**config.mk**
```make
export PLATFORM = sky130hd
export DESIGN_NAME = periodic_task_dispatcher_top
export DESIGN_NICKNAME = d
export VERILOG_FILES = /design/src/ptd_pkg.sv /design/src/ptd_ram.sv /design/src/periodic_task_dispatcher_top.sv
export SDC_FILE = /design/constraint.sdc
export NUM_CORES = 1
export LEC_CHECK = 0
export BUFFER_PORTS_ARGS = -buffer_cell sky130_fd_sc_hd__buf_2
export CORE_AREA = 3 3 348 350
export CTS_CLUSTER_DIAMETER = 150
export DETAILED_ROUTE_END_ITERATION = 12
export DIE_AREA = 0 0 351 353
export PLACE_DENSITY = 0.62
export SYNTH_ARGS = -nofsm -noshare
export SYNTH_HDL_FRONTEND = slang
export SYNTH_SLANG_ARGS = --single-unit
```
**constraint.sdc**
```tcl
create_clock -name clock -period 30.4 [get_ports clock]
set_clock_uncertainty 0.05 [all_clocks]
set_input_delay 1.52 -clock clock [delete_from_list [all_inputs] [get_ports clock]]
set_output_delay 1.52 -clock clock [all_outputs]
set_load 0.01 [all_outputs]
```
**src/ptd_pkg.sv**
```systemverilog
// ptd_pkg: shared types and codes of the periodic task dispatcher.
// Used by periodic_task_dispatcher_top; no dependencies of its own.

package ptd_pkg;

   // Default number of task entries
   localparam int MAX_TASKS_DEF = 16;

   // Widths of the fixed fields
   localparam int TIME_W   = 32;
   localparam int KIND_W   = 2;
   localparam int STATUS_W = 2;
   localparam int ID_W     = 4;

   // Request codes
   localparam logic [1:0] REQ_ADD   = 2'd0;
   localparam logic [1:0] REQ_TICK  = 2'd1;
   localparam logic [1:0] REQ_PAUSE = 2'd2;

   // Result kinds
   localparam logic [KIND_W-1:0] KIND_ADD   = 2'd0;
   localparam logic [KIND_W-1:0] KIND_FIRE  = 2'd1;
   localparam logic [KIND_W-1:0] KIND_PAUSE = 2'd2;

   // Status codes
   localparam logic [STATUS_W-1:0] STAT_OK     = 2'd0;
   localparam logic [STATUS_W-1:0] STAT_FULL   = 2'd1;
   localparam logic [STATUS_W-1:0] STAT_BADIDX = 2'd2;

   // Sequencer states
   typedef enum logic [1:0] {
      ST_IDLE,
      ST_SCAN,
      ST_FLUSH
   } state_type;

endpackage

```
**src/ptd_ram.sv**
```systemverilog
// ptd_ram: generic simple dual-port RAM, one write and one registered read port.
// Stand-alone; no package needed.

module ptd_ram #(
   parameter int WIDTH = 64,
   parameter int DEPTH = 16,
   localparam int AW = (DEPTH > 1) ? $clog2(DEPTH) : 1
) (
   input  logic             clock,
   input  logic             wr_en,
   input  logic [AW-1:0]    wr_addr,
   input  logic [WIDTH-1:0] wr_data,
   input  logic             rd_en,
   input  logic [AW-1:0]    rd_addr,
   output logic [WIDTH-1:0] rd_data
);

   logic [WIDTH-1:0] mem_ff [DEPTH];
   logic [WIDTH-1:0] rd_data_ff;

   // Write port
   always_ff @(posedge clock) begin
      if (wr_en) begin
         mem_ff[wr_addr] <= wr_data;
      end
   end

   // Registered read; data holds while the port is idle
   always_ff @(posedge clock) begin
      if (rd_en) begin
         rd_data_ff <= mem_ff[rd_addr];
      end
   end

   assign rd_data = rd_data_ff;

endmodule

```
**src/periodic_task_dispatcher_top.sv**
```systemverilog
// Periodic task dispatcher: keeps a table of periodic tasks and reports which fire per tick.
// Depends on ptd_pkg and ptd_ram.
//
// Add and set-pause requests are taken once the result register is free and answer with a
// single transfer. A tick request walks the task table one entry per cycle, unless a stall
// holds the scan, through a single compare-and-add unit fed by the registered read port of
// the table RAM. The scan stalls while a fired result waits on a stalled result channel; a
// tick with no entry in use ends without a scan. One fired result is held back until the
// next one is found, so the final one can carry tlast. The block takes no request while a
// tick is being scanned.

module periodic_task_dispatcher_top #(
   parameter int MAX_TASKS = ptd_pkg::MAX_TASKS_DEF
) (
   input  logic        clock,
   input  logic        reset,
   // request channel
   input  logic        req_tvalid,
   output logic        req_tready,
   // [0] handler_present, [32:1] task_period, [64:33] tick_now,
   // [68:65] task_select, [69] pause_value, [71:70] zero
   input  logic [71:0] req_tdata,
   // [1:0] req_type
   input  logic [1:0]  req_tuser,
   // result channel
   output logic        rsp_tvalid,
   input  logic        rsp_tready,
   // [1:0] status, [5:2] task_id, [7:6] zero
   output logic [7:0]  rsp_tdata,
   // [1:0] result_kind
   output logic [1:0]  rsp_tuser,
   output logic        rsp_tlast
);

   localparam int IW   = (MAX_TASKS > 1) ? $clog2(MAX_TASKS) : 1;
   localparam int CW   = $clog2(MAX_TASKS + 1);
   localparam int CMPW = (CW > ptd_pkg::ID_W) ? CW : ptd_pkg::ID_W;
   localparam int TW   = ptd_pkg::TIME_W;

   // Request fields
   logic                    req_handler;
   logic [TW-1:0]           req_period;
   logic [TW-1:0]           req_now;
   logic [ptd_pkg::ID_W-1:0] req_sel;
   logic                    req_pval;

   assign req_handler = req_tdata[0];
   assign req_period  = req_tdata[32:1];
   assign req_now     = req_tdata[64:33];
   assign req_sel     = req_tdata[68:65];
   assign req_pval    = req_tdata[69];

   // Control state
   ptd_pkg::state_type state_ff, state_in;
   logic [CW-1:0]        used_ff, used_in;
   logic [MAX_TASKS-1:0] pause_ff, pause_in;
   logic [CW-1:0]        rd_idx_ff, rd_idx_in;
   logic                 ev_valid_ff, ev_valid_in;
   logic                 pend_valid_ff, pend_valid_in;
   logic                 rsp_valid_ff, rsp_valid_in;

   // Payload state
   logic [TW-1:0]                  now_ff, now_in;
   logic [IW-1:0]                  ev_idx_ff, ev_idx_in;
   logic [IW-1:0]                  pend_idx_ff, pend_idx_in;
   logic [ptd_pkg::KIND_W-1:0]     rsp_kind_ff, rsp_kind_in;
   logic [ptd_pkg::STATUS_W-1:0]   rsp_status_ff, rsp_status_in;
   logic [ptd_pkg::ID_W-1:0]       rsp_id_ff, rsp_id_in;
   logic                           rsp_last_ff, rsp_last_in;

   // Table RAM: {period, due time} per entry
   logic            ram_wr_en;
   logic [IW-1:0]   ram_wr_addr;
   logic [2*TW-1:0] ram_wr_data;
   logic            ram_rd_en;
   logic [IW-1:0]   ram_rd_addr;
   logic [2*TW-1:0] ram_rd_data;

   ptd_ram #(
      .WIDTH(2 * TW),
      .DEPTH(MAX_TASKS)
   ) u_table (
      .clock  (clock),
      .wr_en  (ram_wr_en),
      .wr_addr(ram_wr_addr),
      .wr_data(ram_wr_data),
      .rd_en  (ram_rd_en),
      .rd_addr(ram_rd_addr),
      .rd_data(ram_rd_data)
   );

   // Shared compare-and-add unit on the entry under evaluation
   logic [TW-1:0] ev_period;
   logic [TW-1:0] ev_due;
   logic          ev_hit;
   logic [TW-1:0] ev_next_due;
   logic          ev_fire;

   assign ev_period   = ram_rd_data[2*TW-1:TW];
   assign ev_due      = ram_rd_data[TW-1:0];
   assign ev_hit      = now_ff > ev_due;
   assign ev_next_due = ev_period + now_ff;
   assign ev_fire     = ev_hit && !pause_ff[ev_idx_ff];

   logic                out_free;
   logic                stall;
   logic                issue;
   logic [CMPW-1:0]     sel_w;
   logic [CMPW-1:0]     used_w;

   assign out_free = !rsp_valid_ff || rsp_tready;
   assign sel_w    = CMPW'(req_sel);
   assign used_w   = CMPW'(used_ff);

   // Sequencer: next state, table access and result loading
   always_comb begin
      state_in      = state_ff;
      used_in       = used_ff;
      pause_in      = pause_ff;
      now_in        = now_ff;
      rd_idx_in     = rd_idx_ff;
      ev_valid_in   = ev_valid_ff;
      ev_idx_in     = ev_idx_ff;
      pend_valid_in = pend_valid_ff;
      pend_idx_in   = pend_idx_ff;
      rsp_valid_in  = rsp_valid_ff && !rsp_tready;
      rsp_kind_in   = rsp_kind_ff;
      rsp_status_in = rsp_status_ff;
      rsp_id_in     = rsp_id_ff;
      rsp_last_in   = rsp_last_ff;
      ram_wr_en     = 1'b0;
      ram_wr_addr   = used_ff[IW-1:0];
      ram_wr_data   = {req_period, req_period};
      ram_rd_en     = 1'b0;
      ram_rd_addr   = rd_idx_ff[IW-1:0];
      req_tready    = 1'b0;
      stall         = 1'b0;
      issue         = 1'b0;

      unique case (state_ff)
         ptd_pkg::ST_IDLE: begin
            req_tready = out_free;
            if (req_tvalid && out_free) begin
               unique case (req_tuser)
                  ptd_pkg::REQ_ADD: begin
                     rsp_valid_in = 1'b1;
                     rsp_kind_in  = ptd_pkg::KIND_ADD;
                     rsp_last_in  = 1'b1;
                     if (!req_handler || used_ff >= CW'(MAX_TASKS)) begin
                        rsp_status_in = ptd_pkg::STAT_FULL;
                        rsp_id_in     = '0;
                     end else begin
                        ram_wr_en                  = 1'b1;
                        pause_in[used_ff[IW-1:0]] = 1'b0;
                        rsp_status_in              = ptd_pkg::STAT_OK;
                        rsp_id_in                  = ptd_pkg::ID_W'(used_ff);
                        used_in                    = used_ff + 1'b1;
                     end
                  end
                  ptd_pkg::REQ_TICK: begin
                     now_in        = req_now;
                     rd_idx_in     = '0;
                     ev_valid_in   = 1'b0;
                     pend_valid_in = 1'b0;
                     if (used_ff != '0) begin
                        state_in = ptd_pkg::ST_SCAN;
                     end
                  end
                  ptd_pkg::REQ_PAUSE: begin
                     rsp_valid_in = 1'b1;
                     rsp_kind_in  = ptd_pkg::KIND_PAUSE;
                     rsp_id_in    = req_sel;
                     rsp_last_in  = 1'b1;
                     if (sel_w >= used_w) begin
                        rsp_status_in = ptd_pkg::STAT_BADIDX;
                     end else begin
                        pause_in[sel_w[IW-1:0]] = req_pval;
                        rsp_status_in           = ptd_pkg::STAT_OK;
                     end
                  end
                  default: begin
                  end
               endcase
            end
         end

         ptd_pkg::ST_SCAN: begin
            // hold everything while a fired result cannot leave
            stall = ev_valid_ff && ev_fire && pend_valid_ff && !out_free;
            if (ev_valid_ff && !stall) begin
               if (ev_hit) begin
                  ram_wr_en   = 1'b1;
                  ram_wr_addr = ev_idx_ff;
                  ram_wr_data = {ev_period, ev_next_due};
               end
               if (ev_fire) begin
                  if (pend_valid_ff) begin
                     rsp_valid_in  = 1'b1;
                     rsp_kind_in   = ptd_pkg::KIND_FIRE;
                     rsp_status_in = ptd_pkg::STAT_OK;
                     rsp_id_in     = ptd_pkg::ID_W'(pend_idx_ff);
                     rsp_last_in   = 1'b0;
                  end
                  pend_valid_in = 1'b1;
                  pend_idx_in   = ev_idx_ff;
               end
            end
            // advance the read pointer
            issue = !stall && (rd_idx_ff < used_ff);
            if (issue) begin
               ram_rd_en   = 1'b1;
               ev_valid_in = 1'b1;
               ev_idx_in   = rd_idx_ff[IW-1:0];
               rd_idx_in   = rd_idx_ff + 1'b1;
            end else if (!stall) begin
               ev_valid_in = 1'b0;
               state_in    = ptd_pkg::ST_FLUSH;
            end
         end

         ptd_pkg::ST_FLUSH: begin
            // release the held result with the last flag
            if (!pend_valid_ff) begin
               state_in = ptd_pkg::ST_IDLE;
            end else if (out_free) begin
               rsp_valid_in  = 1'b1;
               rsp_kind_in   = ptd_pkg::KIND_FIRE;
               rsp_status_in = ptd_pkg::STAT_OK;
               rsp_id_in     = ptd_pkg::ID_W'(pend_idx_ff);
               rsp_last_in   = 1'b1;
               pend_valid_in = 1'b0;
               state_in      = ptd_pkg::ST_IDLE;
            end
         end

         default: begin
            state_in = ptd_pkg::ST_IDLE;
         end
      endcase
   end

   // Control registers
   always_ff @(posedge clock) begin
      if (reset) begin
         state_ff      <= ptd_pkg::ST_IDLE;
         used_ff       <= '0;
         pause_ff      <= '0;
         rd_idx_ff     <= '0;
         ev_valid_ff   <= 1'b0;
         pend_valid_ff <= 1'b0;
         rsp_valid_ff  <= 1'b0;
      end else begin
         state_ff      <= state_in;
         used_ff       <= used_in;
         pause_ff      <= pause_in;
         rd_idx_ff     <= rd_idx_in;
         ev_valid_ff   <= ev_valid_in;
         pend_valid_ff <= pend_valid_in;
         rsp_valid_ff  <= rsp_valid_in;
      end
   end

   // Payload registers
   always_ff @(posedge clock) begin
      now_ff        <= now_in;
      ev_idx_ff     <= ev_idx_in;
      pend_idx_ff   <= pend_idx_in;
      rsp_kind_ff   <= rsp_kind_in;
      rsp_status_ff <= rsp_status_in;
      rsp_id_ff     <= rsp_id_in;
      rsp_last_ff   <= rsp_last_in;
   end

   assign rsp_tvalid = rsp_valid_ff;
   assign rsp_tdata  = {2'b00, rsp_id_ff, rsp_status_ff};
   assign rsp_tuser  = rsp_kind_ff;
   assign rsp_tlast  = rsp_last_ff;

   // Checks on the sequencer
   a_used_bound: assert property (@(posedge clock) disable iff (reset)
      used_ff <= CW'(MAX_TASKS))
      else $error("entry count beyond table size");

   a_read_in_use: assert property (@(posedge clock) disable iff (reset)
      ram_rd_en |-> (rd_idx_ff < used_ff))
      else $error("table read beyond entries in use");

   a_write_in_range: assert property (@(posedge clock) disable iff (reset)
      ram_wr_en |-> (CW'(ram_wr_addr) <= used_ff))
      else $error("table write beyond appended entry");

   a_idle_no_pending: assert property (@(posedge clock) disable iff (reset)
      (state_ff == ptd_pkg::ST_IDLE) |-> (!pend_valid_ff && !ev_valid_ff))
      else $error("scan left a result or entry behind");

   a_stall_holds: assert property (@(posedge clock) disable iff (reset)
      stall |=> (ev_valid_ff && $stable(ev_idx_ff) && pend_valid_ff))
      else $error("evaluated entry lost during stall");

endmodule
```
==> run_results.csv <==
group,metric,value,unit
clock_network,cts_htree_levels,3,
clock_network,ctsHoldBuffers,0,
synthesis,syn_avg_cell_area,20.2,um^2
routing,drt_iter0_markers,2635,
pwr,power.leakage,16.6,nW
placement,post-place-ws,24.61,ns
final_layout,final_cell_mix,"1137 x edfxtp_1, 322 x mux4_2, 137 x nand2_1",
final_layout,seq_area,34800,um^2
setup_path,regToRegSetupSlack,24.84,ns
sta,worst_slack,24.84,ns
setup_path,start_kind,"flop",
floorplan,boundaryPins,91,
pwr,switching_share,0.208,
min_path,hold_end,"pause_ff[12]",
sta,drv_slew,0,
placement,io_buffer_count,86,
floorplan,die_h,353,um
synthesis,synth.distinct_cells,62,
final_layout,nNetsFinal,2644,
final_layout,area_growth,12.8,%
final_layout,layout.cells.non_filler,4111,
setup_path,critical_path.max_fanout,42,
routing,first_pass_iters,8,
floorplan,core_area,118000,um^2
routing,drc,0,
clock_network,cts_tree,"done",
clock_network,clockBufferDepth,3,
synthesis,yosys_warnings,0,
pwr,p_int,2.57,mW
synthesis,yosys.area.top_type,"edfxtp_1",
pwr,ir_worst_vdd,0.0485,mV
synthesis,synth_seq_cells,1168,
synthesis,synth_edf_count,1137,
global_route,grt_pass1_wl,164000,um
setup_path,path_class,"flop to flop",
floorplan,dieArea,124000,um^2
final_layout,postLayoutCoreUtil,0.450,
routing,routed_wl,111000,um
clock_network,clock_sinks,1168,
sta,slew_headroom,0.123,
pwr,power_switching,673,uW
pwr,p_seq_frac,0.554,
sta,min_period_over_period,0.183,
min_path,min_path_cells,2,
placement,place_inst,3907,
synthesis,yosysSeqAreaShare,0.738,
global_route,globalRouteOverflowTotal,0,
routing,detail_route.wl_per_cell,27.1,um
placement,gp_congestion,0.816,
floorplan,rows,126,
routing,vias,23400,
synthesis,syn_area,47100,um^2
setup_path,rr_startpoint,"now_ff[15]",
run_status,outcome,"completed",
synthesis,synth_area_leaders,"edfxtp_1 72%, mux4_2 15%, ha_1 2.1%, dfxtp_1 1.3%, nand2_1 1.1%",
final_layout,layout-drive-gt1-share,0.254,
min_path,worstHoldStart,"pause_ff[12]",
global_route,antenna_found_initial,1,
clock_network,clock_latency,0.67,ns
setup_path,endpoint_kind,"flop",
routing,postRouteAntennaNets,0,
final_layout,final_common_cell,"edfxtp_1",
min_path,hp-class,"flop to flop",
synthesis,netlist_instances,2334,
global_route,grt_start_max_net_pins,58,
clock_network,root_buffer,"clkbuf_16",
global_route,track_usage,0.180,
pwr,power_density,61.0,nW/um^2
sta,rsz0062_at_grt,"no",
routing,viasPerCell,5.69,
synthesis,synth-main-ff-cell,"edfxtp_1",
clock_network,post-cts-setup-buffers,0,
pwr,pwr-share-comb,0.043,
floorplan,initial_utilization,0.399,
clock_network,cts_buffers,111,
setup_path,worstPathArrival,5.80,ns
sta,finalSetupViolCount,0,
sta,worst_pin_slew,1.32,ns
sta,finalCriticalPeriod,5.56,ns
floorplan,die_x,351,um
setup_path,timing.rr.end,"u_table.mem_ff[7][37]",
sta,finalHoldViolCount,0,
global_route,grt_pass1_vias,24100,
sta,fin_setup_tns,0,ns
clock_network,clk_pin_slew,0.06,ns
placement,dp_hpwl,61600,um
clock_network,cts-resized-gates,0,
setup_path,cp.required,30.63,ns
job,maxCapViolations,0,
final_layout,fillers,9784,
setup_path,r2r_cells,13,
synthesis,async_flop_share,0,
pwr,clkPwrFrac,0.403,
synthesis,yosysTopAreaCellShare,0.725,
final_layout,multi_input_area,11900,um^2
sta,fmax,0.180,GHz
## worst max path at each step
stage | startpoint | endpoint | slack (ns) | depth (start not counted)
after floorplan | rsp_tready | u_table.mem_ff[8][0] | 20.44 | 6
after global placement | rsp_tready | u_table.mem_ff[10][59] | 24.56 | 8
after detailed placement | rsp_tready | u_table.mem_ff[10][42] | 24.61 | 8
after CTS | now_ff[15] | u_table.mem_ff[7][9] | 24.80 | 13
after global routing | now_ff[15] | u_table.mem_ff[7][12] | 24.63 | 13
final | now_ff[15] | u_table.mem_ff[7][37] | 24.84 | 13
## metrics by stage
step | power, mW | hold WS [ns] | area [um^2]
6_report | 3.24 | 0.424 | 53100
5_1_grt | 3.35 | 0.456 | 53100
4_1_cts | 3.27 | 0.421 | 53100
3_5_place_dp | 1.96 | 0.413 | 49700
3_3_place_gp | 1.96 | 0.406 | 49700
2_1_floorplan | 1.91 | 0.374 | 47100
## final cells by class
class                   count  share of cell area
multi-input cells         999               0.223
inverters                  53             0.00375
repair buffers            152              0.0174
well taps                1536              0.0362
diodes                      1           0.0000471
clock inverters            68             0.00982
flip-flops and latches   1168               0.655
clock buffers             134              0.0545
## critical path, cell delays in order, from the launching register on
cell and delay (ns):
edfxtp_1 0.46, ha_1 0.35, nand4_1 0.18, nor4_1 0.31, buf_4 0.19, o21ai_0 0.08
a41oi_1 0.66, o21bai_1 0.16, buf_4 0.21, nor2_4 0.49, buf_4 0.76, nand4_1 0.28
o31ai_4 0.13, buf_4 0.76
## power groups by stage
stage,Combinational [mW],Clock (mW),Sequential (mW)
after floorplan,0.0837,0,1.83
after global placement,0.132,0,1.83
after detailed placement,0.137,0,1.83
after CTS,0.137,1.34,1.79
after global routing,0.151,1.40,1.79
final,0.139,1.31,1.79
## logic make-up after synthesis
family / count (synthesis) / synth area share
buffers and inverters: 168 / 0.0145
AND/OR/NAND/NOR: 309 / 0.0303
multiplexers: 328 / 0.156
XOR/XNOR: 32 / 0.00595
flip-flops: 1168 / 0.738
adder cells (fa/ha/maj): 81 / 0.0217
AO/OA/AOI/OAI: 247 / 0.0331
other: 1 / 0.0000796
## sequential cells by signal (all words and copies together), names as in the netlist
register / cells
now_ff: 32
rsp_status_ff: 2
u_table.rd_data: 64
rsp_id_ff: 4
pend_valid_ff: 1
rsp_tlast: 1
rsp_tvalid: 1
rsp_tuser: 2
ev_valid_ff: 1
used_ff: 5
pend_idx_ff: 4
pause_ff: 16
rd_idx_ff: 5
ev_idx_ff: 4
u_table.mem_ff: 1024
state_ff: 2
## synthesized netlist by cell type, types with 5 or more instances
| cell | n |
|---|---|
| a211oi_1 | 9 |
| a21o_1 | 28 |
| a21oi_1 | 56 |
| a22oi_1 | 13 |
| a32oi_1 | 6 |
| and3_1 | 8 |
| buf_1 | 23 |
| buf_2 | 7 |
| clkbuf_1 | 75 |
| dfxtp_1 | 31 |
| edfxtp_1 | 1137 |
| ha_1 | 80 |
| inv_1 | 53 |
| mux4_2 | 322 |
| nand2_1 | 137 |
| nand2b_1 | 9 |
| nand3_1 | 34 |
| nand4_1 | 21 |
| nor2_1 | 50 |
| nor2b_1 | 16 |
| nor3_1 | 15 |
| o21a_1 | 5 |
| o21ai_0 | 78 |
| o21bai_1 | 5 |
| o31ai_1 | 16 |
| xnor2_1 | 14 |
| xor2_1 | 18 |
## per-layer routing
metal | up-vias | GRT usage | part of all wire
met4 | 0 | 0.0540 | 0.027
li1 | 9965 | - | -
met5 | - | 0 | 0
met3 | 174 | 0.0255 | 0.059
met2 | 881 | 0.300 | 0.50
met1 | 12400 | 0.246 | 0.41
Power figures use the tool's default switching activity.
